## config.mk

```make
export PLATFORM = sky130hd
export DESIGN_NAME = sqlrem_prep
export DESIGN_NICKNAME = d
export VERILOG_FILES = /design/src/hdl/sqlrem_pkg.sv /design/src/hdl/sqlrem_prep.sv
export SDC_FILE = /design/constraint.sdc
export NUM_CORES = 1
export LEC_CHECK = 0
export ABC_AREA = 1
export BUFFER_PORTS_ARGS = -buffer_cell sky130_fd_sc_hd__clkbuf_2
export CORE_UTILIZATION = 40
export CTS_CLUSTER_DIAMETER = 60
export DETAILED_ROUTE_END_ITERATION = 16
export GPL_TIMING_DRIVEN = 0
export PLACE_DENSITY = 0.78
export SYNTH_ARGS = -nofsm -noshare
export SYNTH_HDL_FRONTEND = slang
export SYNTH_SLANG_ARGS = --single-unit
export TNS_END_PERCENT = 20
```

## constraint.sdc

```tcl
create_clock -name clk -period 0.8 [get_ports clk]
set_input_delay 0 -clock clk [delete_from_list [all_inputs] [get_ports clk]]
set_output_delay 0 -clock clk [all_outputs]
set_load 0.02 [all_outputs]
```

## src/hdl/sqlrem_pkg.sv

```systemverilog
// ----------------------------------------------------------------------------
// sqlrem_pkg
// Shared types and constants for the typed integer remainder pipeline.
// ----------------------------------------------------------------------------
`default_nettype none

package sqlrem_pkg;

	localparam int DATA_W = 64;
	localparam int HALF_W = 32;
	localparam int KIND_W = 2;
	localparam int STEPS  = DATA_W;

	typedef logic [KIND_W-1:0] kind_t;

	localparam kind_t KIND_U32 = 2'd0;
	localparam kind_t KIND_I32 = 2'd1;
	localparam kind_t KIND_I64 = 2'd2;

	typedef struct packed {
		logic [DATA_W-1:0] rem;
		logic [DATA_W-1:0] dvd;
		logic [DATA_W-1:0] dsr;
		logic              neg;
		kind_t             kind;
		logic              is_null;
	} work_t;

endpackage

`default_nettype wire

```

## src/hdl/sqlrem_prep.sv

```systemverilog
// ----------------------------------------------------------------------------
// sqlrem_prep
// Entry stage: resolve result kind, widen operands, take magnitudes.
// ----------------------------------------------------------------------------
`default_nettype none

module sqlrem_prep (
	input  wire logic             clk,
	input  wire logic             arst_n,
	input  wire logic             adv,
	input  wire logic             in_valid,
	input  wire sqlrem_pkg::kind_t left_kind,
	input  wire logic [sqlrem_pkg::DATA_W-1:0] left_value,
	input  wire sqlrem_pkg::kind_t right_kind,
	input  wire logic [sqlrem_pkg::DATA_W-1:0] right_value,
	output logic                  out_valid,
	output sqlrem_pkg::work_t     out_work
);
	import sqlrem_pkg::*;

	function automatic logic [DATA_W-1:0] widen(input kind_t k, input logic [DATA_W-1:0] v);
		logic [DATA_W-1:0] r;
		case (k)
			KIND_U32: r = {{(DATA_W-HALF_W){1'b0}}, v[HALF_W-1:0]};
			KIND_I32: r = {{(DATA_W-HALF_W){v[HALF_W-1]}}, v[HALF_W-1:0]};
			default:  r = v;
		endcase
		return r;
	endfunction

	kind_t             lk;
	kind_t             rk;
	kind_t             kind;
	logic [DATA_W-1:0] a;
	logic [DATA_W-1:0] b;
	work_t             work;

	always_comb begin
		lk = (left_kind == KIND_U32 || left_kind == KIND_I32) ? left_kind : KIND_I64;
		rk = (right_kind == KIND_U32 || right_kind == KIND_I32) ? right_kind : KIND_I64;
		if (lk == KIND_U32 && rk == KIND_U32) begin
			kind = KIND_U32;
		end else if (lk == KIND_I32 && rk == KIND_I32) begin
			kind = KIND_I32;
		end else begin
			kind = KIND_I64;
		end
		a = widen(lk, left_value);
		b = widen(rk, right_value);
		work.rem     = '0;
		work.neg     = a[DATA_W-1];
		work.dvd     = a[DATA_W-1] ? (~a + 1'b1) : a;
		work.dsr     = b[DATA_W-1] ? (~b + 1'b1) : b;
		work.kind    = kind;
		work.is_null = (b == '0);
	end

	always_ff @(posedge clk or negedge arst_n) begin
		if (!arst_n) begin
			out_valid <= 1'b0;
		end else if (adv) begin
			out_valid <= in_valid;
		end
	end

	always_ff @(posedge clk) begin
		if (adv) begin
			out_work <= work;
		end
	end

endmodule

`default_nettype wire

```

# [Yosys cells after proc, flatten, opt, wreduce, memory -nomap -nowiden]
# Cells that the tools add are included.
# Widths: inputs -> output; s select.
[word_totals] ff_bits=133 input_bits=136 out_inout_bits=197 elab_cells=32
[op_classes] add_sub_neg=2 n_eq_ne=4 mux=7 bitwise=2 reduce_logical=9
[op_table] cell="$pmux 64 s2" count=2
[op_table] cell="$add 64x1->64 const B" count=2
[op_table] cell="$not 64->64" count=2
[op_table] cell="$mux 63" count=2
[op_table] cell="$logic_not 64->1" count=1
[op_table] cell="$eq 2x1->1 const B" count=4
[op_table] cell="$logic_not 2->1" count=4
[op_table] cell="$mux 2" count=3
[op_table] cell="$logic_and 1x1->1" count=2
[op_table] cell="$logic_or 1x1->1" count=2

# [Longest topological paths before layout]
[depth] depth_word=8 depth_mapped=15 depth_no_buf=13

# [Least setup slack after synthesis]
# Ideal clock, no wire load.
[synth_path] path_kind="input -> register" startpoint="input port right_value[1] (netlist name)" endpoint="register out_work[58] (netlist name), data pin" setup_ns=0.249 arrival_time_ns=1.184 required_time_ns=0.551 slack_ns=-0.633 cell_stages=11 n_path_buf=0 path_cell_list="inv_1 -> ha_1 -> nand3_1 -> nor2_1 -> nand3_1 -> nor2_4 -> nand3_1 -> nand2_2 -> nand3_1 -> nand2_1 -> inv_1"
[synth_lines] element="from (decl)" line="sqlrem_prep.sv:15" text="input wire logic [sqlrem_pkg::DATA_W-1:0] right_value,"
[synth_lines] element="to (signal assigned)" line="sqlrem_prep.sv:68" text="out_work <= work;"
[synth_lines] element="to (decl)" line="sqlrem_prep.sv:17" text="output sqlrem_pkg::work_t out_work"

==> impl_metrics.prom <==
# TYPE chip_impl_metric gauge
chip_impl_info{name="setup.worst_path.class",value="input port to flip-flop"} 1
chip_impl_metric{name="finish.utilization",unit=""} 0.7068
chip_impl_info{name="hp-start",value="right_kind[1]"} 1
chip_impl_metric{name="initial_utilization",unit=""} 0.4117
chip_impl_info{name="post-synth-top-area-cell",value="edfxtp_1"} 1
chip_impl_metric{name="setup_viol",unit=""} 258
chip_impl_info{name="worstHoldPathType",value="input port to flip-flop"} 1
chip_impl_metric{name="swShare",unit=""} 0.3624
chip_impl_metric{name="critPathArrivalTime",unit="ps"} 1460
chip_impl_metric{name="nFillCells",unit=""} 1698
chip_impl_metric{name="dr.first_iter.drc_count",unit=""} 914
chip_impl_info{name="slowest_stage",value="nor2_4"} 1
chip_impl_metric{name="yosysUniqueCellTypes",unit=""} 31
chip_impl_metric{name="h-tree-depth",unit=""} 4
chip_impl_metric{name="power_report.internal_total",unit="mW"} 16.09
chip_impl_metric{name="clock_sinks",unit=""} 133
chip_impl_metric{name="stage_delay_of_the_slowest_cell_on_the_critical_path",unit="ps"} 180
chip_impl_metric{name="drt.antenna.violating_nets",unit=""} 0
chip_impl_metric{name="yosys_warnings",unit=""} 0
chip_impl_metric{name="syn_inst",unit=""} 1272
chip_impl_metric{name="fin_worst_skew",unit="ps"} 0
chip_impl_metric{name="clock_slew_seen_by_the_registers_of_the_worst_setup_and_hold_paths",unit="ps"} 70
chip_impl_metric{name="power.density_cell_area",unit="nW/um^2"} 1563
chip_impl_info{name="netlist_top_cells_count",value="nand2_1, nor2_1, inv_1"} 1
chip_impl_metric{name="vias_per_cell",unit=""} 5.168
chip_impl_info{name="run_status",value="finished, violations left"} 1
chip_impl_info{name="synthFlopType",value="edfxtp_1"} 1
chip_impl_metric{name="synthesis.area_per_instance",unit="um^2"} 7.394
chip_impl_metric{name="antenna-diode-count",unit=""} 0
chip_impl_metric{name="dr.pass1.iters",unit=""} 5
chip_impl_metric{name="ir_worst_vdd",unit="V"} 0.001200
chip_impl_metric{name="synth_edf_count",unit=""} 132
chip_impl_metric{name="seq_area_frac_synth",unit=""} 0.4241
chip_impl_metric{name="cts_made_buffers",unit=""} 17
chip_impl_info{name="rsz0062_at_grt",value="yes"} 1
chip_impl_metric{name="required_time_worst_endpoint",unit="ps"} 990
chip_impl_metric{name="whs",unit="ps"} -8.623
chip_impl_metric{name="vias",unit=""} 10828
chip_impl_info{name="worstPathCellList",value="clkbuf_16 > inv_8 > nand3_4 > buf_12 > buf_8 > nand2_4 > nor2_4 > nand2_2 > nor2_4 > nand3_2 > nand2_2 > xor2_1 > inv_1"} 1
chip_impl_metric{name="grt_start_max_net_pins",unit=""} 81
chip_impl_info{name="worstSetupEndpointType",value="flip-flop"} 1
chip_impl_metric{name="share_seq_of_total_power",unit=""} 0.355
chip_impl_metric{name="worstPathMaxFanout",unit=""} 5
chip_impl_info{name="synth_area_leaders",value="edfxtp_1, nand2_1, nor2_1"} 1
chip_impl_metric{name="detailed_placement_wirelength_estimate",unit="um"} 25660
chip_impl_metric{name="dieHeight",unit="um"} 155.3
chip_impl_metric{name="hold_path_depth",unit=""} 4
chip_impl_metric{name="power.share.combinational",unit=""} 0.341
chip_impl_metric{name="finalMaxSlewViolations",unit=""} 0
chip_impl_metric{name="max-clock-path-buffers",unit=""} 2
chip_impl_metric{name="post-synth-top-area-fraction",unit=""} 0.4214
chip_impl_metric{name="fin_nets",unit=""} 1907
chip_impl_metric{name="leakage",unit="nW"} 7.525
chip_impl_metric{name="placement_rows",unit=""} 55
chip_impl_metric{name="wl_per_cell",unit="um"} 18.53
chip_impl_info{name="crit_path_start",value="left_kind[1]"} 1
chip_impl_metric{name="detail_route.wirelength",unit="um"} 38820
chip_impl_metric{name="io_pins",unit=""} 333
chip_impl_metric{name="synthArstFlopShare",unit=""} 0.007519
chip_impl_metric{name="setup-tns-final",unit="ps"} -57180
chip_impl_metric{name="io_buffers",unit=""} 267
chip_impl_metric{name="ys_ff_latch",unit=""} 133
chip_impl_metric{name="initial_antenna_violation_count",unit=""} 0
chip_impl_metric{name="timing_hold_violations_final",unit=""} 2
chip_impl_metric{name="max-cap-violations",unit=""} 0
chip_impl_metric{name="synth_area",unit="um^2"} 9405
chip_impl_metric{name="grt_pass1_vias",unit=""} 10191
chip_impl_metric{name="power_switching",unit="mW"} 9.147
chip_impl_metric{name="share_of_post_route_cells_with_drive_strength_above_1",unit=""} 0.4989
chip_impl_metric{name="groute.usage.overall",unit=""} 0.2970
chip_impl_info{name="cp-start-kind",value="input port"} 1
chip_impl_info{name="cts_tree",value="yes"} 1
chip_impl_metric{name="global_route.overflow_total",unit=""} 0
chip_impl_info{name="timing.rr.start",value="out_valid"} 1
chip_impl_metric{name="area_growth",unit="%"} 71.70
chip_impl_metric{name="die_ar",unit="um^2"} 24130
chip_impl_info{name="most_frequent_cell_after_synthesis",value="nand2_1"} 1
chip_impl_metric{name="p_clk_frac",unit=""} 0.304
chip_impl_metric{name="grt_first_pass_wirelength",unit="um"} 54480
chip_impl_metric{name="finalCriticalPeriod",unit="ps"} 1274
chip_impl_info{name="failed_checks",value="hold timing, setup timing"} 1
chip_impl_info{name="root_buffer",value="clkbuf_16"} 1
chip_impl_metric{name="dieWidth",unit="um"} 155.3
chip_impl_metric{name="core_area",unit="um^2"} 22850
chip_impl_metric{name="setup_ws",unit="ps"} -474.0
chip_impl_metric{name="route.detailed.drc",unit=""} 0
chip_impl_metric{name="timing.reg2reg.worst_path_depth",unit=""} 1
chip_impl_metric{name="insertion_delay",unit="ps"} 430
chip_impl_metric{name="fraction_of_the_cycle_the_final_worst_path_needs",unit=""} 1.592
chip_impl_metric{name="highest_clock_frequency_the_design_can_meet",unit="GHz"} 0.7849
chip_impl_metric{name="place_congestion",unit=""} 0.9802
==> through the flow <==
step	instances	power (mW)	area [um^2]	setup WS, ps	hold slack (ps)
6_report	2095	25.24	16150	-474.0	-8.623
5_1_grt	2095	26.12	16150	-508.5	-4.088
4_1_cts	2056	24.20	14830	-341.1	-47.27
3_5_place_dp	1916	15.23	11650	-1164	-223.0
3_3_place_gp	1915	15.18	11610	-2163	-223.7
2_1_floorplan	1335	13.01	9887	-511.4	-295.6
==> power groups by stage <==
stage          Combinational [mW]  Sequential, mW  Clock [mW]
6_report                     8.62            8.95        7.67
5_1_grt                      9.07            9.01        8.04
4_1_cts                      7.53            8.96        7.71
3_5_place_dp                 6.13            9.10           0
3_3_place_gp                 6.07            9.11           0
2_1_floorplan                2.87            10.1           0
==> cells by family after synthesis <==
| group | after synthesis | synth area share |
|---|---|---|
| multiplexers | 1 | 0.001197 |
| AND/OR/NAND/NOR | 753 | 0.3312 |
| AO/OA/AOI/OAI | 48 | 0.02754 |
| buffers and inverters | 246 | 0.1309 |
| other | 1 | 0.0003987 |
| XOR/XNOR | 88 | 0.08195 |
| flip-flops | 133 | 0.4241 |
| adder cells (fa/ha/maj) | 2 | 0.002660 |
==> path summary, 6_finish.rpt <==
check,endpoint,slack [ps]
max,out_work[113],-470
min,out_work[1],-9
max reg2reg,out_valid,60
min reg2reg,out_valid,510
max in group asynchronous,out_valid,280
min in group asynchronous,out_valid,420
==> flip-flops by register name, indices dropped and copies added (netlist names) <==
signal	count
out_work	132
out_valid	1
==> cell usage in the layout, fill, tap and decap left out, types with 4 or more instances in the layout <==
cell           count
o21ai_2           13
xnor2_1           26
o21ai_1            4
inv_6              8
nand2_8            5
clkbuf_8          10
nor3_4             5
inv_8              7
clkbuf_4           4
buf_6             35
nand3_4           29
nor2_4            78
buf_4            125
nand2_2           83
xnor2_2            7
o21ai_0           11
inv_2             19
nand3_1           44
conb_1            64
inv_1            123
clkbuf_2         144
nand4_1           22
xor2_2             8
nor3_1             4
o21ai_4            5
buf_12            13
nor2_2            51
nand2_1          269
nand2_4           45
nand3_2           36
edfxtp_1         132
a21oi_2            6
dlygate4sd3_1     56
buf_8             13
clkbuf_16         22
nand3b_1          10
nor2_1            70
buf_2             98
xor2_1            47
==> layout make-up <==
cell class	instances	area, um^2	area share
buffer	93	859.6	0.05323
multi-input combinational	958	6606	0.4091
clock inverter	15	131.4	0.008135
tap	313	391.6	0.02425
clock buffer	17	425.4	0.02634
inverter	152	638.1	0.03951
sequential	133	3989	0.2470
timing repair buffer	414	3108	0.1925
==> critical path: cells and delay by family <==
kind          cells  cell delay [ps]
simple gates      7              830
buf+inv           5              470
xor+xnor          1              140
==> timing repair <==
item	CTS	global route
hold endpoints to repair	55	2
cloned	11	3
hold buffers	55	1
setup buffers	42	38
pin swaps	119	97
resized for setup	423	354
setup endpoints to repair	261	287
==> per-layer routing <==
| metal | track usage | routed length, um | vias up |
|---|---|---|---|
| li1 | - | - | 4944 |
| met1 | 0.3822 | 15380 | 5050 |
| met2 | 0.4745 | 18110 | 712 |
| met3 | 0.06992 | 3683 | 122 |
| met4 | 0.1321 | 1651 | 0 |
| met5 | 0 | 0 | - |
No activity file was read; power rests on OpenSTA's default activity.
