**src/hdl/sqlrem_pkg.sv**
```systemverilog
// ----------------------------------------------------------------------------
// sqlrem_pkg
// Shared types and constants for the typed integer remainder pipeline.
// ----------------------------------------------------------------------------
`default_nettype none

package sqlrem_pkg;

	localparam int DATA_W = 64;
	localparam int HALF_W = 32;
	localparam int KIND_W = 2;
	localparam int STEPS  = DATA_W;

	typedef logic [KIND_W-1:0] kind_t;

	localparam kind_t KIND_U32 = 2'd0;
	localparam kind_t KIND_I32 = 2'd1;
	localparam kind_t KIND_I64 = 2'd2;

	typedef struct packed {
		logic [DATA_W-1:0] rem;
		logic [DATA_W-1:0] dvd;
		logic [DATA_W-1:0] dsr;
		logic              neg;
		kind_t             kind;
		logic              is_null;
	} work_t;

endpackage

`default_nettype wire

```
**src/hdl/sqlrem_if.sv**
```systemverilog
// ----------------------------------------------------------------------------
// sqlrem_if
// Request and result channels with valid/ready handshake.
// ----------------------------------------------------------------------------
`default_nettype none


interface sqlrem_res_if;
	import sqlrem_pkg::*;

	logic                     valid;
	logic                     ready;
	logic signed [DATA_W-1:0] remainder_value;
	logic [KIND_W-1:0]        result_kind;
	logic                     result_null;

	modport source (output valid, remainder_value, result_kind, result_null,
		input ready);
	modport sink (input valid, remainder_value, result_kind, result_null,
		output ready);
endinterface

`default_nettype wire

```
**src/hdl/sqlrem_out.sv**
```systemverilog
// ----------------------------------------------------------------------------
// sqlrem_out
// Sign fix, null masking, output register and skid register.
// ----------------------------------------------------------------------------
`default_nettype none

module sqlrem_out (
	input  wire logic              clk,
	input  wire logic              arst_n,
	input  wire logic              in_valid,
	input  wire sqlrem_pkg::work_t in_work,
	output logic                   adv,
	sqlrem_res_if.source           res
);
	import sqlrem_pkg::*;

	typedef struct packed {
		logic [DATA_W-1:0] value;
		kind_t             kind;
		logic              is_null;
	} result_t;

	result_t fin;
	result_t out_q;
	result_t skid_q;
	logic    out_v_q;
	logic    skid_v_q;
	logic    push;
	logic    load_out;
	logic    load_skid;

	always_comb begin
		if (in_work.is_null) begin
			fin.value = '0;
		end else if (in_work.neg) begin
			fin.value = ~in_work.rem + 1'b1;
		end else begin
			fin.value = in_work.rem;
		end
		fin.kind    = in_work.kind;
		fin.is_null = in_work.is_null;
		adv         = !skid_v_q;
		push        = adv && in_valid;
		load_out    = push && (!out_v_q || res.ready);
		load_skid   = push && out_v_q && !res.ready;
	end

	always_ff @(posedge clk or negedge arst_n) begin
		if (!arst_n) begin
			out_v_q  <= 1'b0;
			skid_v_q <= 1'b0;
		end else if (skid_v_q) begin
			if (res.ready) begin
				skid_v_q <= 1'b0;
			end
		end else if (load_out) begin
			out_v_q <= 1'b1;
		end else if (load_skid) begin
			skid_v_q <= 1'b1;
		end else if (res.ready) begin
			out_v_q <= 1'b0;
		end
	end

	always_ff @(posedge clk) begin
		if (skid_v_q && res.ready) begin
			out_q <= skid_q;
		end else if (load_out) begin
			out_q <= fin;
		end
		if (load_skid) begin
			skid_q <= fin;
		end
	end

	assign res.valid           = out_v_q;
	assign res.remainder_value = out_q.value;
	assign res.result_kind     = out_q.kind;
	assign res.result_null     = out_q.is_null;

endmodule

`default_nettype wire

```
**src/flat_wrapper.sv**
```systemverilog
// flat-port wrapper written by rule: the top's interface ports become plain ports
module sqlrem_out_flat import sqlrem_pkg::*;
  (clk, arst_n, in_valid, in_work, adv, res_valid, res_remainder_value, res_result_kind, res_result_null, res_ready);
  sqlrem_res_if res_i ();
  input  wire logic clk;
  input  wire logic arst_n;
  input  wire logic in_valid;
  input  wire sqlrem_pkg::work_t in_work;
  output logic adv;
  output wire logic [$bits(res_i.valid)-1:0] res_valid;
  output wire logic [$bits(res_i.remainder_value)-1:0] res_remainder_value;
  output wire logic [$bits(res_i.result_kind)-1:0] res_result_kind;
  output wire logic [$bits(res_i.result_null)-1:0] res_result_null;
  input wire logic [$bits(res_i.ready)-1:0] res_ready;
  assign res_valid = res_i.valid;
  assign res_remainder_value = res_i.remainder_value;
  assign res_result_kind = res_i.result_kind;
  assign res_result_null = res_i.result_null;
  assign res_i.ready = res_ready;
  sqlrem_out u_core (.clk(clk), .arst_n(arst_n), .in_valid(in_valid), .in_work(in_work), .adv(adv), .res(res_i));
endmodule
```
**config.mk**
```make
export PLATFORM = sky130hd
export DESIGN_NAME = sqlrem_out_flat
export DESIGN_NICKNAME = d
export VERILOG_FILES = /design/src/hdl/sqlrem_pkg.sv /design/src/hdl/sqlrem_if.sv /design/src/hdl/sqlrem_out.sv /design/src/flat_wrapper.sv
export SDC_FILE = /design/constraint.sdc
export NUM_CORES = 1
export LEC_CHECK = 0
export BUFFER_PORTS_ARGS = -buffer_cell sky130_fd_sc_hd__clkbuf_2
export CAP_MARGIN = 20
export CORE_MARGIN = 1.5
export CORE_UTILIZATION = 50
export CTS_BUF_LIST = sky130_fd_sc_hd__clkbuf_8
export CTS_CLUSTER_SIZE = 25
export DETAILED_ROUTE_END_ITERATION = 6
export GPL_TIMING_DRIVEN = 0
export PLACE_DENSITY_LB_ADDON = 0.3
export SYNTH_ARGS = -nofsm -noshare
export SYNTH_HDL_FRONTEND = slang
export SYNTH_SLANG_ARGS = --single-unit
export TNS_END_PERCENT = 20
```
**constraint.sdc**
```tcl
create_clock -name clk -period 10.2 [get_ports clk]
set_input_delay 3.06 -clock clk [delete_from_list [all_inputs] [get_ports clk]]
set_output_delay 3.06 -clock clk [all_outputs]
set_load 0.01 [all_outputs]
```
Yosys cells after proc, flatten, opt, wreduce, memory -nomap -nowiden. Index checks and enable logic that the tools add are counted.

Bits of input ports: 200. Output and inout port bits: 69. Bits in registers: 136.

Add/subtract/negate cells: 1. Reduce and logical (&&, ||, !) cells: 12. Eq/ne operators: 1. Bitwise logic cells: 2. Muxes and demuxes: 11.

Operator list (number): 2-to-1 mux 67 bit (2); 2-to-1 mux 64 bit (2); adder 64 x 1 -> 64 bit (second input constant) (1); NOT 64 bit (1); 2-to-1 mux 1 bit (7); logical AND 1 bit (5); nonzero test 2 bit (2); zero test 1 bit (3); AND reduction 3 bit (1); != test 2 x 1 -> 1 bit (second input constant) (1); logical OR 1 bit (1); NOT 1 bit (1).

Longest topological paths before layout.
Word-level depth: 7. Mapped depth: 8.

Worst setup path before layout. Ideal clock, no wire load.

Path kind: input-to-reg. From: input res_ready. To: register u_core.skid_v_q. Required time: 10.085 ns. Arrival: 10.147 ns. Stages on the path: 2. Library setup time: 0.115 ns. Path slack: -0.062 ns. Buffers on the path: 0. Cells stage by stage: nor4bb_1 > o21bai_1.

Word-level cells in the longest chain between the ends: 5.

Ends and longest elaborated chain: start, declared (line flat_wrapper.sv:14) `input wire logic [$bits(res_i.ready)-1:0] res_ready;`; zero test 1 bit (line sqlrem_out.sv:45) `load_skid = push && out_v_q && !res.ready;`; logical AND 1 bit (line sqlrem_out.sv:45); 2-to-1 mux 1 bit (line sqlrem_out.sv:58) `end else if (load_skid) begin`; 2-to-1 mux 1 bit (line sqlrem_out.sv:56) `end else if (load_out) begin`; 2-to-1 mux 1 bit (*) (line sqlrem_out.sv:52) `end else if (skid_v_q) begin`; end signal, assigned (line sqlrem_out.sv:51) `skid_v_q <= 1'b0;`; end signal, assigned (line sqlrem_out.sv:54) `skid_v_q <= 1'b0;`; end signal, assigned (line sqlrem_out.sv:59) `skid_v_q <= 1'b1;`; end, declared (line sqlrem_out.sv:27) `logic skid_v_q;`.

Every way passes the cells marked *; elsewhere a longest branch is shown, timed or not. A chain may end at the register's enable or synchronous reset.

Worst setup path in the final report.
From: input in_work[132] (netlist bit). To: register u_core.out_q, in the netlist u_core.res.remainder_value[48], data pin.

Word-level cells in the longest chain between the ends: 6.

Ends and longest elaborated chain: start, declared (line flat_wrapper.sv:8) `input wire sqlrem_pkg::work_t in_work;`; NOT 64 bit (line sqlrem_out.sv:36) `fin.value = ~in_work.rem + 1'b1;`; adder 64 x 1 -> 64 bit (line sqlrem_out.sv:36); 2-to-1 mux 64 bit (line sqlrem_out.sv:35) `end else if (in_work.neg) begin`; 2-to-1 mux 64 bit (line sqlrem_out.sv:33) `if (in_work.is_null) begin`; 2-to-1 mux 67 bit (line sqlrem_out.sv:68) `end else if (load_out) begin`; 2-to-1 mux 67 bit (line sqlrem_out.sv:66) `if (skid_v_q && res.ready) begin`; end signal, assigned (line sqlrem_out.sv:67) `out_q <= skid_q;`; end signal, assigned (line sqlrem_out.sv:69) `out_q <= fin;`; end, declared (line sqlrem_out.sv:24) `result_t out_q;`.

No other way between the ends. The select of a mux whose other input is x is not followed.

==> reports/qor.csv <==
stage,metric,value,unit
status,status,completed,
clock_network,Inserted Clock Buffers,17,
worst_setup_path,Slowest cell on crit path,nor4b_1,
grt,antenna violations before repair,0,
pwr,P per Cell Area,179,nW/um^2
grt,first-pass GRT wire length,27000,um
place,routability congestion estimate from global placement,0.892,
floorplan,# IOs,269,
floorplan,die footprint,14000,um^2
worst_setup_path,FF-to-FF Start,u_core.skid_v_q$_DFF_PN0_,
clock_network,# H-tree levels,4,
logic_synthesis,Area contributors post-synth,"edfxtp_1 60%, xor2_1 6.4%, nand2_1 4.3%",
logic_synthesis,Yosys top cell area share,60.5,%
floorplan,Die X,118,um
pwr,sw frac,25.8,%
flow_run,MaxCap Viol Count,0,
routing,DRC Markers,0,
worst_setup_path,Arrival @ worst endpoint,5.74,ns
clock_network,root buf cell,clkbuf_8,
worst_setup_path,Setup CP Type,in -> reg,
pwr,combinational group share of total power,15.3,%
timing,final setup fails,0,
grt,met1 Use GR,34.3,%
worst_hold_path,hold crit path type,reg -> reg,
worst_setup_path,Critical Path RT,10.40,ns
routing,Routed Antenna Nets,0,
clock_network,Worst-path clk slew,0.07,ns
worst_setup_path,Worst setup startpoint,in_work[132],
grt,largest net degree at the start of global routing,68,
logic_synthesis,synth unique cells,45,
routing,Avg Vias per Cell,5.67,
timing,Tcrit/Tclk final,54.4,%
grt,GRT met2 Usage,37.9,%
clock_network,clk_lat worst skew,0.46,ns
logic_synthesis,Synth area leader,edfxtp_1,
routing,initial drt markers,527,
logic_synthesis,register bit total from synthesis,136,
timing,Max Clk Rate,180,MHz
place,# port buffers,139,
worst_setup_path,worst r2r dst,u_core.res.remainder_value[62]$_DFFE_PP_,
clock_network,cts repair resizes,0,
pwr,Pleak,3.04,nW
logic_synthesis,Post-synth top cells,"134 x edfxtp_1, 77 x nand2_1, 74 x nor2_1, 52 x o21ai_0, 49 x xor2_1",
worst_setup_path,crit path capture,u_core.res.remainder_value[48]$_DFFE_PP_,
layout,post-layout net count,938,
grt,most used routing layer,met2,
timing,Slew @ Worst Pin,0.952,ns
routing,vias,5231,
grt,grt total ovfl,0,
pwr,Internal Power,0.00108,W
layout,diode count,0,
worst_setup_path,reg2reg path depth,6,
clock_network,TritonCTS clock tree,yes,
worst_setup_path,crit end category,flip-flop,
logic_synthesis,YS warnings,0,
logic_synthesis,sequential element share of the synthesized area,61.2,%
worst_setup_path,FF-to-FF setup slack,7.55,ns
logic_synthesis,Post-synth ARST share,1.47,%
clock_network,CTS Buffer Depth,2,
timing,count of final hold-check violations,0,
clock_network,hold_buf cts,0,
layout,fin util,63.4,%
logic_synthesis,top-count cell post-synth,edfxtp_1,
floorplan,chip height,118,um
timing,Final Critical Period,5.55,ns
routing,Routed WL,16700,um
layout,fraction of layout cells with a size suffix above 1,26.9,%
worst_setup_path,crit-path cells,clkbuf_2 -> inv_1 -> ha_1 -> nor4b_1 -> and4_1 -> nand4_2 -> o41ai_2 -> xor2_1 -> o21ai_1,
routing,DR WL/cell,18.1,um
pwr,Worst IR Drop VDD,106,uV
logic_synthesis,main flop type after synthesis,edfxtp_1,
timing,skew final,0.0126,ns
grt,met3 Usage GRT,7.72,%
floorplan,Initial Util,51.9,%
grt,vias in the first global route,5276,
place,Final HPWL DP,11800,um
worst_setup_path,Max stage delay on crit path,0.79,ns
logic_synthesis,number of enable flip-flop cells after synthesis,134,
logic_synthesis,Syn Area/Cell,11.6,um^2
timing,max-slew violations,0,
logic_synthesis,syn_nets,775,
clock_network,postcts setup bufs,0,
timing,slew margin rel.,35.6,%
layout,synthesis-to-finish area growth,22.1,%
pwr,switching pwr,0.000376,W
worst_setup_path,CP startpoint kind,input pin,
floorplan,std cell rows,41,
logic_synthesis,Mapped Cells,574,
grt,Global Route Usage Sum,25.0,%
timing,RSZ-0062 raised after global routing,no,
clock_network,CTS sink count,136,
timing,final setup TNS,0,ns
worst_setup_path,Crit Path Max Fanout,10,
pwr,register share of total power,48.7,%
routing,drt pass-1 iters,5,
floorplan,core footprint,12800,um^2
pwr,clock share of power,36.1,%
logic_synthesis,mapped cell area,6660,um^2
[power groups by stage]
stage / clock, W / combinational, W / sequential (W)
2_1_floorplan: 0 / 0.0000991 / 0.000739
3_3_place_gp: 0 / 0.000209 / 0.000724
3_5_place_dp: 0 / 0.000221 / 0.000720
4_1_cts: 0.000527 / 0.000223 / 0.000708
5_1_grt: 0.000555 / 0.000245 / 0.000713
6_report: 0.000525 / 0.000222 / 0.000708
[cells in the final DEF (no fill, tap or decap), types with 10 or more instances in the layout]
| master | netlist | layout |
|---|---|---|
| o31ai_1 | 32 | 32 |
| clkbuf_1 | 26 | 26 |
| clkbuf_2 | 0 | 139 |
| o21ai_1 | 10 | 10 |
| o21ai_0 | 52 | 52 |
| xor2_1 | 49 | 49 |
| nor2_1 | 74 | 74 |
| xnor2_1 | 12 | 12 |
| or3_1 | 15 | 15 |
| nand2_1 | 77 | 77 |
| edfxtp_1 | 134 | 134 |
| inv_1 | 8 | 10 |
| clkbuf_8 | 0 | 17 |
[sequential cells by signal, indices dropped and copies added (netlist names)]
signal and cells:
u_core.skid_q 67, u_core.res.remainder_value 64, u_core.res.result_kind 2, u_core.res.result_null 1
u_core.res.valid 1, u_core.skid_v_q 1
[worst min-delay path by stage]
stage | slack, ns | cells past startpoint | endpoint | start
6_report | 0.53 | 2 | u_core.res.remainder_value[30]$_DFFE_PP_ | u_core.skid_q[33]$_DFFE_PP_
3_5_place_dp | 0.50 | 2 | u_core.res.remainder_value[30]$_DFFE_PP_ | u_core.skid_q[33]$_DFFE_PP_
4_1_cts | 0.53 | 2 | u_core.res.remainder_value[30]$_DFFE_PP_ | u_core.skid_q[33]$_DFFE_PP_
3_3_place_gp | 0.50 | 2 | u_core.res.remainder_value[27]$_DFFE_PP_ | u_core.skid_q[30]$_DFFE_PP_
5_1_grt | 0.54 | 2 | u_core.res.remainder_value[34]$_DFFE_PP_ | u_core.skid_q[37]$_DFFE_PP_
2_1_floorplan | 0.49 | 2 | u_core.res.remainder_value[27]$_DFFE_PP_ | u_core.skid_q[30]$_DFFE_PP_
[layer usage]
layer | share of wire [%] | routed length, um | up-vias
li1 | - | - | 2442
met1 | 45 | 7520 | 2524
met2 | 45 | 7520 | 240
met3 | 7.9 | 1320 | 25
met4 | 1.9 | 323 | 0
met5 | 0 | 0 | -
[through the flow]
stage	total power, W	instance area [um^2]	cells	setup slack (ns)	hold slack (ns)
6_report	0.00146	8130	922	4.65	0.526
5_1_grt	0.00151	8130	922	4.46	0.540
4_1_cts	0.00146	8130	922	4.69	0.526
3_5_place_dp	0.000941	7660	890	4.24	0.505
3_3_place_gp	0.000933	7570	885	0.631	0.503
2_1_floorplan	0.000838	6660	574	2.68	0.495
[critical path: cells and delay by family]
kind	cells	cell delay (ns)
compound gates	2	0.57
xor+xnor	1	0.24
fa+ha+maj	1	0.20
buf+inv	2	0.18
simple gates	3	1.48
[final cells by class]
class	count	area, um^2
repair buffers	144	763
flip-flops and latches	136	4070
well taps	172	215
inverters	9	33.8
fillers	1020	4700
multi-input cells	398	2440
clock buffers	17	234
clock inverters	15	234
plain buffers	31	126
[cell families (layout without fill, tap and decap cells)]
| family | Yosys count | after routing | share of synthesized area (%) |
|---|---|---|---|
| simple gates | 211 | 211 | 15.2 |
| flops | 136 | 136 | 61.2 |
| compound gates | 118 | 118 | 11.8 |
| xor+xnor | 61 | 61 | 8.03 |
| buf+inv | 40 | 216 | 2.41 |
| mux | 7 | 7 | 1.17 |
| fa+ha+maj | 1 | 1 | 0.188 |
No activity file was read; power rests on OpenSTA's default activity.
