### src/hdl/sqlrem_pkg.sv
// ----------------------------------------------------------------------------
// sqlrem_pkg
// Shared types and constants for the typed integer remainder pipeline.
// ----------------------------------------------------------------------------
`default_nettype none

package sqlrem_pkg;

	localparam int DATA_W = 64;
	localparam int HALF_W = 32;
	localparam int KIND_W = 2;
	localparam int STEPS  = DATA_W;

	typedef logic [KIND_W-1:0] kind_t;

	localparam kind_t KIND_U32 = 2'd0;
	localparam kind_t KIND_I32 = 2'd1;
	localparam kind_t KIND_I64 = 2'd2;

	typedef struct packed {
		logic [DATA_W-1:0] rem;
		logic [DATA_W-1:0] dvd;
		logic [DATA_W-1:0] dsr;
		logic              neg;
		kind_t             kind;
		logic              is_null;
	} work_t;

endpackage

`default_nettype wire

### src/hdl/sqlrem_step.sv
// ----------------------------------------------------------------------------
// sqlrem_step
// One restoring division step: shift in a dividend bit, subtract if it fits.
// ----------------------------------------------------------------------------
`default_nettype none

module sqlrem_step (
	input  wire logic              clk,
	input  wire logic              arst_n,
	input  wire logic              adv,
	input  wire logic              in_valid,
	input  wire sqlrem_pkg::work_t in_work,
	output logic                   out_valid,
	output sqlrem_pkg::work_t      out_work
);
	import sqlrem_pkg::*;

	logic [DATA_W:0]   trial;
	logic [DATA_W:0]   dsr_x;
	logic [DATA_W:0]   diff;
	logic              fits;
	work_t             work;

	always_comb begin
		trial = {in_work.rem, in_work.dvd[DATA_W-1]};
		dsr_x = {1'b0, in_work.dsr};
		fits  = (trial >= dsr_x);
		diff  = trial - dsr_x;
		work      = in_work;
		work.rem  = fits ? diff[DATA_W-1:0] : trial[DATA_W-1:0];
		work.dvd  = {in_work.dvd[DATA_W-2:0], 1'b0};
	end

	always_ff @(posedge clk or negedge arst_n) begin
		if (!arst_n) begin
			out_valid <= 1'b0;
		end else if (adv) begin
			out_valid <= in_valid;
		end
	end

	always_ff @(posedge clk) begin
		if (adv) begin
			out_work <= work;
		end
	end

endmodule

`default_nettype wire

### config.mk
export PLATFORM = sky130hd
export DESIGN_NAME = sqlrem_step
export DESIGN_NICKNAME = d
export VERILOG_FILES = /design/src/hdl/sqlrem_pkg.sv /design/src/hdl/sqlrem_step.sv
export SDC_FILE = /design/constraint.sdc
export NUM_CORES = 1
export LEC_CHECK = 0
export BUFFER_PORTS_ARGS = -buffer_cell sky130_fd_sc_hd__buf_2
export CAP_MARGIN = 20
export CORE_ASPECT_RATIO = 0.9
export CORE_MARGIN = 5
export CORE_UTILIZATION = 50
export DETAILED_ROUTE_END_ITERATION = 7
export PLACE_DENSITY_LB_ADDON = 0.2
export SYNTH_ARGS = -nofsm -noshare
export SYNTH_HDL_FRONTEND = slang
export SYNTH_SLANG_ARGS = --single-unit
### constraint.sdc
create_clock -name clk -period 0.92 [get_ports clk]
set_input_delay 0.276 -clock clk [delete_from_list [all_inputs] [get_ports clk]]
set_output_delay 0.276 -clock clk [all_outputs]
set_load 0.02 [all_outputs]
After elaboration in Yosys (flattened, before gate mapping):

Cells that the tools add are included.

* flip-flop bits (word level): 196
* input bits: 200
* output and inout bits: 197
* word-level logic and storage cells: 10

* add/subtract/negate cells: 1
* order comparisons: 1
* mux-type cells: 1

Operators by type and width (number)
* 65-bit by 64-bit >= comparator with 1-bit output: 1
* 64-bit 2-to-1 mux: 1
* 64-bit subtractor: 1

Longest topological paths before layout:

Gate-level depths: netlist of run 1.

* depth in word-level cells: 2
* gate-level depth with buffers: 16
* gate-level depth less buffers: 14

Worst setup path before layout of run 1:

No wires, ideal clock.

* path kind: input-to-reg
* start point: in in_work[131] in the netlist's numbering
* end point: reg out_work[194] in the netlist's numbering (data pin)
* library setup time: 0.260 ns
* data arrival time: 2.896 ns
* required time: 0.660 ns
* slack: -2.236 ns
* cell stages on the path: 14
* path buffers: 0
* path through: inv_1 > ha_1 > inv_1 > fa_1 > a21o_1 > a221oi_2 > a21o_2 > o221ai_2 > a311o_1 > a21oi_1 > o2111ai_1 > a41oi_2 > xnor2_1 > mux2_2

RTL lines
* start: declaration: line sqlrem_step.sv:12 `input wire sqlrem_pkg::work_t in_work,`
* end signal: assignment: line sqlrem_step.sv:44 `out_work <= work;`
* end: declaration: line sqlrem_step.sv:14 `output sqlrem_pkg::work_t out_work`

==> reports/metrics.yaml, run 1 <==
clock_latency_ns: 0.46
clockRootBuffer: "clkbuf_16"
syn-num-nets: 1234
p_clk_frac: 0.266
die-area_um2: 24600
initial_core_util: 0.5027
synth_area_um2: 10780
gp_congestion: 0.9436
switching_power_mw: 11.35
tightest_slew_ns: 0.5327
synth_edf_count: 195
gr-total-overflow: 0
synth_flop_cell: "edfxtp_1"
p_leak_nw: 8.706
path_cells: "buf_2 > inv_1 > ha_4 > a21oi_1 > a32o_1 > a21o_2 > o41ai_4 > a2111oi_4 > o31ai_4 > a21oi_4 > a31oi_1 > xnor2_1 > a21oi_2"
cts.path.max_buffers: 2
cap_violations: 0
worst_slack_ns: -2.079
p_int_mw: 21.00
grt_first_pass_wirelength_um: 67500
grt_pass1_vias: 11840
crit_path_start_kind: "primary input"
cp_slowest_cell: "ha_4"
swShare: 0.3507
finalHoldViolCount: 3
dp_hpwl_um: 28910
nFillCells: 804
final_cells: 2075
seq_area_um2: 5881
powerDensity_nw_per_um2: 1662
crit_buf_inv: 2
ant_nets: 0
avgSynthCellArea_um2: 11.12
wl_um: 54330
crit_arrival_ns: 3.20
rows: 51
yosys_warnings: 0
power.share.sequential: 0.357
fp.dieW_um: 164.8
critPathKind: "in2reg"
antenna_found_initial: 16
final.min_clock_period_ns: 2.999
syn2layout_area_growth_pct: 80.58
rsz0062_at_grt: "yes"
netlist_instances: 969
hold_slack_ns: -0.01412
design.core.area_um2: 21440
hp-class: "in2reg"
multi_input_area_um2: 5361
power_frac_comb: 0.376
drv_slew: 0
avgViaCountPerCell: 6.053
drc: 7
ir_drop_uv: 1536
grtUsageTotal: 0.3585
synth_cell_types: 66
cts_max_level: 4
worst-path-max-fanout: 5
clkTransAtPathRegs_ns: 0.10
critPathRequiredTime_ns: 1.12
cts_buffers: 17
crit_path_end_kind: "flip-flop"
drive_above_1_share: 0.5605
synth-seq-cells: 196
via_count: 12560
placed_cells: 1906
status: "complete, but fails checks"
ys_seq_area_frac: 0.5456
first_pass_iters: 8
clock-sinks: 196
fin_skew_ns: 0
violations: "DRC, hold timing, setup timing"
fin_crit_sh: 3.259
synthArstFlopShare: 0.005102
slew_headroom: 0.6441
dp_slack_ns: -2.438
wl_per_cell_um: 26.18
setup_viol: 260
max_freq_mhz: 333.5
port_buffers: 395
cpPeakStageDelay_ns: 0.41
drt_iter0_markers: 1470
critPathTopFamily: "compound AO/OA/AOI/OAI gates"
io_pins: 397
die_h_um: 149.3
finalNetCount: 2022
cts_tree: "yes"
grt_max_degree: 38
## worst paths after layout
kind                        startpoint             to  slack [ns]  depth (start not counted)
setup reg to reg             out_valid      out_valid        0.14                          1
min in group asynchronous       arst_n      out_valid        0.19                          2
max in group asynchronous       arst_n      out_valid        0.64                          2
setup / recovery           in_work[11]  out_work[192]       -2.08                         13
hold reg to reg              out_valid      out_valid        0.56                          1
hold / removal             in_work[82]   out_work[83]       -0.01                          1
## metal layers
layer  vias to the layer above  share of wire  track usage  routed length, um
met5                         -              0     0.004132                  0
met4                         0          0.095       0.1929               5159
met3                       388           0.12       0.1014               6346
li1                       5132              -            -                  -
met2                      1168           0.46       0.6109              25240
met1                      5872           0.32       0.4073              17580
## flip-flops by register name, indices dropped and copies added, names as in the netlist
register,cells
out_valid,1
out_work,195
## cell usage after synthesis, drive strengths merged (5+ instances only)
cell,instances,share of area
a21boi,5,0.0038
a21o,28,0.020
a21oi,129,0.066
a31oi,18,0.010
and3,6,0.0035
buf,25,0.017
clkbuf,17,0.0059
edfxtp,195,0.54
ha,64,0.074
inv,83,0.029
mux2,12,0.013
nand2,65,0.023
nand3,13,0.0065
nand4,22,0.013
nor2,94,0.033
nor2b,5,0.0029
nor3,8,0.0037
o21a,8,0.0056
o21ai,43,0.020
o21bai,13,0.0091
xnor2,40,0.033
xor2,21,0.017
## stage by stage
stage	power, mW	TNS [ns]	instance area (um2)	utilization
finish	32.35	-192.68	19460	0.9077
global route	33.17	-197.97	19460	0.9076
CTS	29.92	-182.64	18250	0.8513
detailed placement	20.15	-172.30	15610	0.7282
global placement	20.01	-165.71	15610	0.7282
floorplan	16.25	-122.21	11300	-
## cell type report
| class | count | area share |
|---|---|---|
| Antenna cell | 14 | 0.001800 |
| Clock buffer | 17 | 0.02186 |
| Clock inverter | 15 | 0.01234 |
| Inverter | 83 | 0.01794 |
| Multi-Input combinational cell | 648 | 0.2755 |
| Sequential cell | 196 | 0.3022 |
| Tap cell | 291 | 0.01871 |
| Timing Repair Buffer | 811 | 0.3497 |
## layout by cell type, fill, tap and decap left out, drive strengths merged, types with 4 or more instances in the layout
cell         count
edfxtp         195
dlygate4sd3     55
nand4           22
a21oi          129
diode           14
ha              64
a21o            28
nor2            94
nor2b            5
o21a             8
o31ai            4
nor4             4
o21ai           43
nor3             8
clkbuf          19
nand3           13
a21boi           5
clkinv           6
xor2            21
and3             6
a31oi           18
inv             91
mux2            12
xnor2           40
o21bai          13
buf            754
nand2           65
## power by group through the flow
stage,sequential (mW),combinational (mW),clock (mW)
2_1_floorplan,12.7,3.58,0
3_3_place_gp,11.4,8.64,0
3_5_place_dp,11.4,8.77,0
4_1_cts,11.3,10.3,8.29
5_1_grt,11.6,12.6,8.96
6_report,11.6,12.2,8.61
## cells by family (layout without fill, tap and decap cells)
logic type / after synthesis / count (layout) / share of synthesized area
flops: 196 / 196 / 0.5456
xor+xnor: 61 / 61 / 0.04957
compound gates: 273 / 273 / 0.1647
simple gates: 236 / 236 / 0.09961
mux: 12 / 12 / 0.01254
fa+ha+maj: 65 / 65 / 0.07616
other cells: 1 / 15 / 0.0003479
buf+inv: 125 / 926 / 0.05143
## what timing repair did
item,CTS,global route
gates cloned,10,1
endpoints found under the hold margin,46,9
pin swaps,40,62
setup endpoints to repair,260,260
hold buffers,46,9
resized for setup,250,292
buffers inserted,50,20
Power figures use the tool's default switching activity.
==> run 2: changes to the inputs <==
Settings changed: BUFFER_PORTS_ARGS -buffer_cell sky130_fd_sc_hd__buf_2 to not set, CORE_AREA set to 5 5 151 153, CORE_ASPECT_RATIO 0.9 to not set, CORE_MARGIN 5 to not set, CORE_UTILIZATION 50 to not set, DIE_AREA set to 0 0 156 158, DONT_BUFFER_PORTS set to 1.
Clock period 0.92 ns to 3.5 ns, I/O delays scaled along.
==> reports/metrics.yaml, run 2 (synthesis results as in run 1) <==
cts.path.max_buffers: 2  # unchanged
first_pass_iters: 4  # -4
dpl_cell_area_um2: 12570  # -19%
finalNetCount: 1396  # -31%
crit_path_start_kind: "primary input"
hold_slack_ns: 0.3002  # +0.3143 ns
avgViaCountPerCell: 5.702  # -5.8%
via_count: 8119  # -35%
fin_total_pwr_mw: 6.794  # -79%
clkTransAtPathRegs_ns: 0.08  # -0.02 ns
antenna_found_initial: 0  # -16
cap_violations: 0  # unchanged
final_cell_mix: "edfxtp_1 (195), buf_4 (179), a21oi_1 (99)"
max_freq_mhz: 289.0
critPathKind: "in2reg"
die-area_um2: 24650  # +0.21%
final_common_cell: "edfxtp_1"
wl_per_cell_um: 22.19  # -15%
ir_drop_uv: 297.4  # -81%
cts_max_level: 4  # unchanged
drt_iter0_markers: 478  # -67%
crit_path_frequent_cell: "a21oi_2"
grt_first_pass_wirelength_um: 46070  # -32%
cp_slowest_cell: "a311o_1"
rsz0062_at_grt: "yes"
io_pins: 397  # unchanged
crit_buf_inv: 3  # +1
drv_slew: 0  # unchanged
grtUsageTotal: 0.2433  # -0.1152
cts_tree: "yes"
hp-class: "in2async"
clockRootBuffer: "clkbuf_16"
grt_pass1_vias: 8029  # -32%
ant_nets: 0  # unchanged
status: "completed"
critPathTopFamily: "compound AO/OA/AOI/OAI gates"
powerDensity_nw_per_um2: 506.8  # -70%
drive_above_1_share: 0.2771  # -0.2834
design.core.area_um2: 21420  # -0.11%
finalHoldViolCount: 0  # -3
path_cells: "clkinv_16 > ha_4 > inv_2 > fa_2 > a21o_1 > a221oi_2 > a21o_2 > o221ai_4 > a311o_1 > a21oi_2 > buf_4 > o21ai_4 > a21boi_2 > xor2_1 > a21oi_2"
port_buffers: 0  # -100%
cpPeakStageDelay_ns: 0.39  # -0.02 ns
worst-path-max-fanout: 3  # -2
hold_buffers: 0  # -100%
syn2layout_area_growth_pct: 24.37
fin_skew_ns: 0  # unchanged
fin_crit_sh: 0.9888
gp_congestion: 0.9259  # -1.9%
cts_buffers: 17  # unchanged
crit_path_end_kind: "flip-flop"
crit_arrival_ns: 3.65  # +0.45 ns
critPathRequiredTime_ns: 3.69  # +2.57 ns
clock_latency_ns: 0.43  # -0.03 ns
tightest_slew_ns: 0.5712  # +0.03850 ns
p_leak_nw: 5.417  # -38%
largest_reg_flops: 195  # unchanged
largestRegisters: "out_work x195, out_valid x1"
fp.dieW_um: 156  # -5.3%
final_cell_area_um2: 13400  # -31%
rows: 54  # +5.9%
fin_util: 0.6258  # -0.2819
drc: 0  # -7
n_antenna_cell: 0  # -14
wl_um: 31610  # -42%
initial_core_util: 0.5032  # +0.0005286
die_h_um: 158  # +5.8%
slew_headroom: 0.6163  # -0.02783
dp_hpwl_um: 25130  # -13%
setup_viol: 0  # -100%
grt_max_degree: 197  # +420%
regMostFlops: "out_work"
gr-total-overflow: 0  # unchanged
clock-sinks: 196  # unchanged
final.min_clock_period_ns: 3.461
tns_ns: 0  # +192.68 ns
[run 2: area by class of cell]
class                   instances  area, um2
multi-input cells             648       4752
flip-flops and latches        196       5881
inverters                      83      362.8
well taps                     280      350.3
fillers                      1651       8014
repair buffers                185       1438
clock buffers                  17      425.4
clock inverters                15      195.2
[run 2: per-stage QoR]
stage,worst slack (ns),instances
final,0.03927,1424
after global routing,-0.06036,1424
after detailed placement,-0.4775,1385
after CTS,-0.01553,1417
after global placement,-0.4273,1385
after floorplan,-0.2752,969
[run 2: worst paths after layout]
path | start | endpoint | slack, ns | cells after the start
worst max-delay path | in_work[131] | out_work[190] | 0.04 | 15
worst min-delay path | arst_n | out_valid | 0.30 | 0
worst max register to register | out_valid | out_valid | 2.65 | 1
worst min register to register | out_valid | out_valid | 0.67 | 1
max in group asynchronous | arst_n | out_valid | 3.13 | 0
min in group clk | out_valid | out_valid | 0.67 | 1
[run 2: timing repair]
action / 4_1_cts / 5_1_grt
endpoints found under the setup margin: 5 / 61
endpoints found under the hold margin: 0 / 0
resized for setup: 2 / 30
buffers inserted: 0 / 8
pin swaps: 0 / 16
[run 2: where the power goes]
group	leakage [nW]	switching (mW)	internal, mW
Combinational	3.20	0.714	0.693
Sequential	1.92	0.439	2.91
Clock	0.298	1.05	0.991
[run 2: metal layers]
metal	GRT usage	wire length, um	vias up
met5	0	0	-
met4	0.05461	372	0
met3	0.08584	2967	26
met2	0.4207	16040	332
met1	0.2946	12220	3909
li1	-	-	3852
==> run 3: changes to the inputs <==
Settings changed: CORE_AREA 5 5 151 153 to 2 2 152 154, DIE_AREA 0 0 156 158 to 0 0 154 156.
==> reports/metrics.yaml, run 3 (synthesis results as in run 1) <==
drv_slew: 0  # unchanged
cp-startpoint: "in_work[131]"
crit_path_start_kind: "primary input"
cts_max_level: 4  # unchanged
clock_latency_ns: 0.43  # about the same
cts.path.max_buffers: 2  # unchanged
ant_nets: 0  # unchanged
wl_met2_um: 15270  # -4.8%
dp_hpwl_um: 23880  # -5.0%
rows: 55  # +1.9%
finalHoldViolCount: 0  # unchanged
cts_tree: "yes"
switching_power_mw: 2.188  # -0.58%
p_int_mw: 4.603  # +0.22%
rr_endpoint: "out_valid"
largest_reg_flops: 195  # unchanged
hold_slack_ns: 0.2998  # -0.0003600 ns
p_leak_nw: 5.468  # +0.93%
crit_path_end: "out_work[194]"
design.core.area_um2: 22370  # +4.4%
first_pass_iters: 5  # +1
wl_um: 30040  # -5.0%
initial_core_util: 0.4819  # -0.02131
largestRegisters: "out_work x195, out_valid x1"
port_buffers: 0  # unchanged
final.min_clock_period_ns: 3.521  # +0.06060 ns
wl_met3_um: 2399  # -19%
cap_violations: 0  # unchanged
top_layer: "met4"
p_clk_frac: 0.303  # +0.003
tns_ns: -0.02132  # -0.02132 ns
multi_input_area_um2: 4703  # -1.0%
final_common_cell: "edfxtp_1"
violations: "setup timing"
clock-sinks: 196  # unchanged
via_count: 7933  # -2.3%
finalNetCount: 1406  # +0.72%
swShare: 0.3222  # -0.001767
grt_first_pass_wirelength_um: 44400  # -3.6%
regMostFlops: "out_work"
critPathKind: "in2reg"
cts_buffers: 17  # unchanged
syn2layout_area_growth_pct: 24.81
gr-total-overflow: 0  # unchanged
antenna_found_initial: 2  # +2
rsz0062_at_grt: "yes"
gp_congestion: 0.8798  # -5.0%
crit_arrival_ns: 3.72  # +0.07 ns
power.share.sequential: 0.491  # -0.002
seq_area_um2: 5881  # unchanged
hp-class: "in2async"
status: "complete, but fails checks"
dp_slack_ns: -0.5608  # -0.08325 ns
io_pins: 397  # unchanged
setup_viol: 1  # +1
fin_skew_ns: 0  # unchanged
grt_pass1_vias: 7731  # -3.7%
crit_path_end_kind: "flip-flop"
drc: 0  # unchanged
wl_per_cell_um: 20.85  # -6.1%
r2r_setup_slack_ns: 2.64  # about the same
r2r_start: "out_valid"
power_frac_comb: 0.205  # -0.002
drt_iter0_markers: 484  # +1.3%
critPathRequiredTime_ns: 3.70  # about the same
drive_above_1_share: 0.2747  # -0.002401
die_h_um: 156  # -1.3%
clockRootBuffer: "clkbuf_16"
final_cell_mix: "edfxtp_1 (195), buf_4 (191), a21oi_1 (102)"
fin_crit_sh: 1.006  # +0.01731
hold_buffers: 0  # unchanged
grtUsageTotal: 0.2431  # about the same
met1_length_um: 11790  # -3.5%
max_freq_mhz: 284.0  # -1.7%
worst-path-max-fanout: 3  # unchanged
worst_slack_ns: -0.02132  # -0.06060 ns
avgViaCountPerCell: 5.505  # -3.4%
ff2ff_path_depth: 1  # unchanged
clkTransAtPathRegs_ns: 0.09  # about the same
powerDensity_nw_per_um2: 504.8  # -0.39%
grt_max_degree: 197  # unchanged
nFillCells: 1841  # +12%
die-area_um2: 24020  # -2.5%
ir_drop_uv: 228.4  # -23%
fp.dieW_um: 154  # -1.3%
run 3: cell types whose count changed in the layout (fill, tap and decap cells not counted), moves of 3 or more:
cell	change
ha_2	-4
buf_4	+12
ha_1	+3
a21oi_1	+3
inv_8	-4
inv_6	+3
clkinv_8	+3
run 3: repair_timing:
item                                    CTS  global route
endpoints found under the setup margin    2            41
pin swaps                                 3             5
gates resized for setup                   1            17
setup buffers                             2             3
run 3: cell type report:
class	count	area share
clock inverters	15	0.01581
diodes	2	0.0003721
multi-input cells	648	0.3496
well taps	285	0.02651
flip-flops and latches	196	0.4372
inverters	83	0.02697
clock buffers	17	0.03162
repair buffers	195	0.1119
run 3: power groups by stage:
stage / Clock, mW / Combinational (mW) / Sequential [mW]
final: 2.06 / 1.39 / 3.34
after global routing: 2.18 / 1.53 / 3.36
after CTS: 2.10 / 1.37 / 3.35
after detailed placement: 0 / 1.35 / 3.39
after floorplan: 0 / 0.890 / 3.33
after global placement: 0 / 1.34 / 3.40
run 3: how the worst min path moves through the flow:
| stage | slack [ns] | depth (start not counted) | to |
|---|---|---|---|
| 6_report | 0.30 | 0 | out_valid |
| 5_1_grt | 0.27 | 0 | out_valid |
| 4_1_cts | 0.28 | 0 | out_valid |
| 3_5_place_dp | 0.65 | 1 | out_valid |
| 3_3_place_gp | 0.65 | 1 | out_valid |
| 2_1_floorplan | 0.64 | 1 | out_valid |
run 3: stage by stage:
stage          cell area, um2  utilization  power, mW  instances
2_1_floorplan           11160            -      4.220        969
3_3_place_gp            12670       0.5663      4.742       1402
3_5_place_dp            12670       0.5663      4.742       1402
4_1_cts                 13330       0.5959      6.808       1436
5_1_grt                 13450       0.6015      7.062       1441
6_report                13450       0.6015      6.791       1441
run 3: worst max-delay path, stage by stage:
cell       delay, ns
clkinv_16       0.02
ha_4            0.13
inv_2           0.04
fa_2            0.34
a21o_1          0.21
a221oi_4        0.29
a21o_2          0.22
o221ai_2        0.13
a311o_1         0.34
a21oi_2         0.24
o2111ai_2       0.13
a41oi_2         0.23
xnor2_1         0.09
mux2_4          0.26
run 3: routing by layer:
layer	GRT usage	up-vias
li1	-	3880
met1	0.2829	3739
met2	0.4237	280
met3	0.08694	34
met4	0.07165	0
met5	0	-
